===== src/hdl/mcat_pkg.sv =====
package mcat_pkg;

   // element geometry
   localparam int unsigned DIM    = 4;
   localparam int unsigned DATA_W = 32;
   localparam int unsigned IDX_W  = 4;
   localparam int unsigned RC_W   = 2;

   // request function codes
   localparam logic FUNC_LOAD_OP   = 1'b0;
   localparam logic FUNC_WRITE_CUR = 1'b1;

   // last element position of the product
   localparam logic [IDX_W-1:0] LAST_IDX = 4'd15;

   // controller states, one-hot
   typedef enum logic [2:0] {
      ST_IDLE  = 3'b001,
      ST_ISSUE = 3'b010,
      ST_DRAIN = 3'b100
   } ctrl_state_type;

   // commands from controller to datapath
   typedef struct packed {
      logic             wr_cur;
      logic             wr_op;
      logic             issue;
      logic [IDX_W-1:0] issue_idx;
   } cmd_type;

   // status from datapath to controller
   typedef struct packed {
      logic advance;
      logic pipe_busy;
   } status_type;

endpackage


===== src/hdl/mcat_ctrl.sv =====
module mcat_ctrl (
   input  logic                 clock,
   input  logic                 reset,
   input  logic                 req_valid,
   output logic                 req_ready,
   input  logic                 req_func,
   input  logic                 req_is_last,
   input  mcat_pkg::status_type stat,
   output mcat_pkg::cmd_type    cmd
);

   mcat_pkg::ctrl_state_type state_ff, state_in;
   logic [mcat_pkg::IDX_W-1:0] cnt_ff, cnt_in;
   logic                       accept;

   assign req_ready = (state_ff == mcat_pkg::ST_IDLE);
   assign accept    = req_valid && req_ready;

   // element writes from accepted requests
   assign cmd.wr_cur    = accept && (req_func == mcat_pkg::FUNC_WRITE_CUR);
   assign cmd.wr_op     = accept && (req_func == mcat_pkg::FUNC_LOAD_OP);
   assign cmd.issue     = (state_ff == mcat_pkg::ST_ISSUE) && stat.advance;
   assign cmd.issue_idx = cnt_ff;

   // sequencer for the sixteen product elements
   always_comb begin
      state_in = state_ff;
      cnt_in   = cnt_ff;
      case (state_ff)
         mcat_pkg::ST_IDLE: begin
            if (cmd.wr_op && req_is_last) begin
               state_in = mcat_pkg::ST_ISSUE;
               cnt_in   = '0;
            end
         end
         mcat_pkg::ST_ISSUE: begin
            if (cmd.issue) begin
               cnt_in = cnt_ff + mcat_pkg::IDX_W'(1);
               if (cnt_ff == mcat_pkg::LAST_IDX) begin
                  state_in = mcat_pkg::ST_DRAIN;
               end
            end
         end
         mcat_pkg::ST_DRAIN: begin
            if (!stat.pipe_busy) begin
               state_in = mcat_pkg::ST_IDLE;
            end
         end
         default: begin
            state_in = mcat_pkg::ST_IDLE;
         end
      endcase
   end

   always_ff @(posedge clock) begin
      if (reset) begin
         state_ff <= mcat_pkg::ST_IDLE;
         cnt_ff   <= '0;
      end else begin
         state_ff <= state_in;
         cnt_ff   <= cnt_in;
      end
   end

endmodule


===== config.mk =====
export PLATFORM = sky130hd
export DESIGN_NAME = mcat_ctrl
export DESIGN_NICKNAME = d
export VERILOG_FILES = /design/src/hdl/mcat_pkg.sv /design/src/hdl/mcat_ctrl.sv
export SDC_FILE = /design/constraint.sdc
export NUM_CORES = 1
export LEC_CHECK = 0
export ABC_AREA = 1
export BUFFER_PORTS_ARGS = -buffer_cell sky130_fd_sc_hd__clkbuf_2
export CORE_AREA = 2 2 39 41
export CTS_CLUSTER_DIAMETER = 120
export CTS_CLUSTER_SIZE = 20
export DETAILED_ROUTE_END_ITERATION = 16
export DIE_AREA = 0 0 41 43
export HOLD_SLACK_MARGIN = 0.12
export PLACE_DENSITY = 0.62
export SLEW_MARGIN = 20
export SYNTH_ARGS = -nofsm -noshare
export SYNTH_HDL_FRONTEND = slang
export SYNTH_SLANG_ARGS = --single-unit
export TNS_END_PERCENT = 20

===== constraint.sdc =====
create_clock -name clock -period 1.45 [get_ports clock]
set_input_delay 0.0725 -clock clock [delete_from_list [all_inputs] [get_ports clock]]
set_output_delay 0.0725 -clock clock [all_outputs]
set_load 0.01 [all_outputs]

==> summary.txt <==
Outcome
  – Result of the run: finished, final reports clean

Drt
  – Total detailed-routing wirelength: 986 um
  – Number of detailed-routing iterations run before antenna repair: 4
  – Average wire per standard cell: 9.67 um
  – Detailed-route via count: 476
  – Via-per-instance ratio: 4.67
  – Number of nets with antenna violations after detailed routing: 0
  – Detailed-route DRC error count: 0
  – Iteration-0 DRC Markers: 10

Synth
  – Mean area per synthesized cell: 6.69 um^2
  – Complex-gate fraction of the synthesized area: 10.5%
  – Xor/xnor share of the synthesized area: 1.98%
  – Post-Syn Instances: 66
  – Adder-Cell Fraction of Synth Area: 2.83%
  – Largest family of logic cells by synthesized area: simple AND/OR/NAND/NOR gates
  – Area contributors post-synth: dfxtp_1 32%, nand2_1 11%, nand3_1 10%
  – Combined area of all synthesized cells: 442 um^2
  – Number of flip-flops and latches in the synthesized netlist: 7
  – Unique cell type count in the Yosys netlist: 16
  – Post-synthesis share of cell area spent on and, or, nand and nor gates: 40.2%
  – Number of nets produced by synthesis: 74
  – Share of cell area taken by muxes after synthesis: 0%
  – Seq/Total Area, Yosys: 31.7%
  – Synth Warn #: 0
  – Most area-hungry cell type in the Yosys netlist: dfxtp_1
  – Top cell type's share of synthesized area: 31.7%

STA
  – Sum Neg Setup Slack: 0 ns
  – Setup Viol. Count Final: 0
  – Setup skew after layout: 0.00789 ns
  – Rel. slew slack: 72.9%
  – Final Cycle Share: 86.9%
  – Achievable frequency: 794 MHz
  – Number of failing hold endpoints at the final stage: 0
  – Final hold slack: 0.181 ns
  – Slew at the pin with the worst max-slew slack: 0.407 ns
  – Post-route setup slack: 0.190 ns
  – Final Critical Period: 1.26 ns
  – Pins over their slew limit: 0
  – Unrepaired setup endpoints after global routing: no

GRT
  – Initial antenna violation count: 0
  – Vias in the first global route: 391
  – Overflow after GRT: 0
  – Wire length of the first global-routing pass: 1500 um
  – Met1 track demand over resource in global routing: 14.4%
  – Global-route usage over all layers: 13.2%
  – Largest net degree at the start of global routing: 9
  – Met2 demand-to-capacity share in global routing: 19.7%
  – Routing layer with the top usage in global route: met2
  – Met3 capacity usage during global routing: 3.14%

Setup path
  – Buffers plus inverters on the worst setup path: 3
  – R2R setup slack: 0.26 ns
  – Crit-path most repeated cell: nand2_1
  – Required time at the endpoint of the critical path: 1.65 ns
  – Category of cells accounting for the largest share of critical-path delay: buffers and inverters
  – CP max-delay cell: dlygate4sd3_1
  – Type of destination of the critical path: flip-flop
  – Crit start category: input pin
  – Category of the most critical setup path: input pin to flip-flop
  – CP peak stage delay: 0.53 ns
  – Largest fanout of any net on the critical path: 8
  – CP Cell Sequence: dlygate4sd3_1, clkbuf_2, inv_1, o31ai_4, nand2_2, nand2_1, nand2_1, nor2_2
  – Signal arrival time at the worst endpoint: 1.46 ns

Final layout
  – Final-stage net count: 95
  – Number of standard cells in the final layout excluding fillers: 102
  – Area delta synth->final: 30.9%
  – Filler cells: 155
  – Post-layout instance area: 578 um^2
  – Final core occ: 41.8%
  – Share of post-route cells with drive strength above 1: 31.4%
  – Most frequent standard cell in the layout excluding fill and tap cells: clkbuf_2
  – ANT cells: 0
  – Commonest cells after routing, fill and taps aside: 14 x clkbuf_2, 13 x nand2_1, 11 x inv_1

Pwr
  – Leakage power: 0.310 nW
  – PnR Total Power: 0.729 mW
  – Power density normalized to cell area: 1260 mW/mm^2
  – Maximum vdd drop: 0.446 mV

Floorplanning
  – Die height: 43 um
  – Die area: 0.00176 mm^2
  – Die X: 41 um
  – Count of boundary I/O pins: 15
  – Core ar.: 0.00138 mm^2
  – Starting utilization of the core area: 31.9%
  – Number of standard-cell rows in the floorplan: 14

CTS
  – Latest clock arrival within the worst-skew pair: 0.25 ns
  – Buffer cell driving the clock tree root: clkbuf_4
  – TritonCTS clock tree: yes
  – Number of instances resized during post-cts repair: 0
  – Clock tree sinks: 7
  – Post-CTS setup buffers: 0
  – Number of clock buffers inserted by TritonCTS: 3
  – Buffer depth of the longest clock path: 2
  – Clock transition at the register clock pins on the worst setup and hold paths after CTS: 0.06 ns
  – Clock H-tree levels: 1

Place
  – # port buffers: 14
  – DP Wirelength: 761 um
  – Gp weighted congestion: 0.780
  – Area after detailed placement: 532 um^2
  – Worst slack after detailed placement: 0.280 ns
  – Count of placed standard cells including taps: 96

Flow run
  – Max Cap Viol: 0

Hold path
  – Worst Hold Class: input pin to flip-flop
worst paths after layout:
path | start | endpoint | cells past startpoint
hold reg to reg | cnt_ff[3] | cnt_ff[3] | 2
setup reg to reg | cnt_ff[0] | state_ff[2] | 5
hold / removal | stat[0] | state_ff[0] | 4
setup / recovery | req_is_last | cnt_ff[1] | 8
worst register-to-register path, cell delays in order, from the launching register on:
cell	delay, ns
dfxtp_1	0.41
ha_1	0.21
nand3_1	0.08
o21ai_0	0.21
nand3_1	0.10
nor2_1	0.11
power breakdown:
group	switching, mW	total [mW]	internal (mW)
registers	0.0309	0.254	0.223
logic	0.184	0.296	0.112
clock network	0.0744	0.180	0.105
total	0.289	0.729	0.440
layout make-up:
class | instances | area [um^2] | share of cell area (%)
Clock buffer | 4 | 26.3 | 4.55
Multi-Input combinational cell | 44 | 245 | 42.4
Sequential cell | 7 | 140 | 24.2
Timing Repair Buffer | 16 | 90.1 | 15.6
Inverter | 15 | 56.3 | 9.74
Tap cell | 16 | 20.0 | 3.46
sequential cells by signal (all words and copies together) (netlist names):
name,count
cnt_ff,4
state_ff,3
cell families (layout without fill, tap and decap cells):
| kind of cell | Yosys count | after routing |
|---|---|---|
| AO/OA/AOI/OAI | 6 | 6 |
| XOR/XNOR | 1 | 1 |
| adder cells (fa/ha/maj) | 1 | 1 |
| buffers and inverters | 15 | 35 |
| flip-flops | 7 | 7 |
| AND/OR/NAND/NOR | 36 | 36 |
per-layer routing:
metal	part of all wire, %	wire length (um)	vias to the layer above
li1	-	-	250
met1	48	474	205
met2	43	422	16
met3	4.8	47	5
met4	4.3	42	0
met5	0	0	-
cells in the mapped netlist (all sizes together):
library cell   n
a21oi          4
dfxtp          7
ha             1
inv           15
nand2         14
nand3         11
nand3b         1
nand4          3
nor2           7
o21ai          1
o31ai          1
xor2           1
what timing repair did:
| item | CTS | global route |
|---|---|---|
| setup endpoints to repair | 0 | 0 |
| hold buffers | 2 | 0 |
| hold endpoints to repair | 3 | 0 |
(Power assumes the default switching activity.)
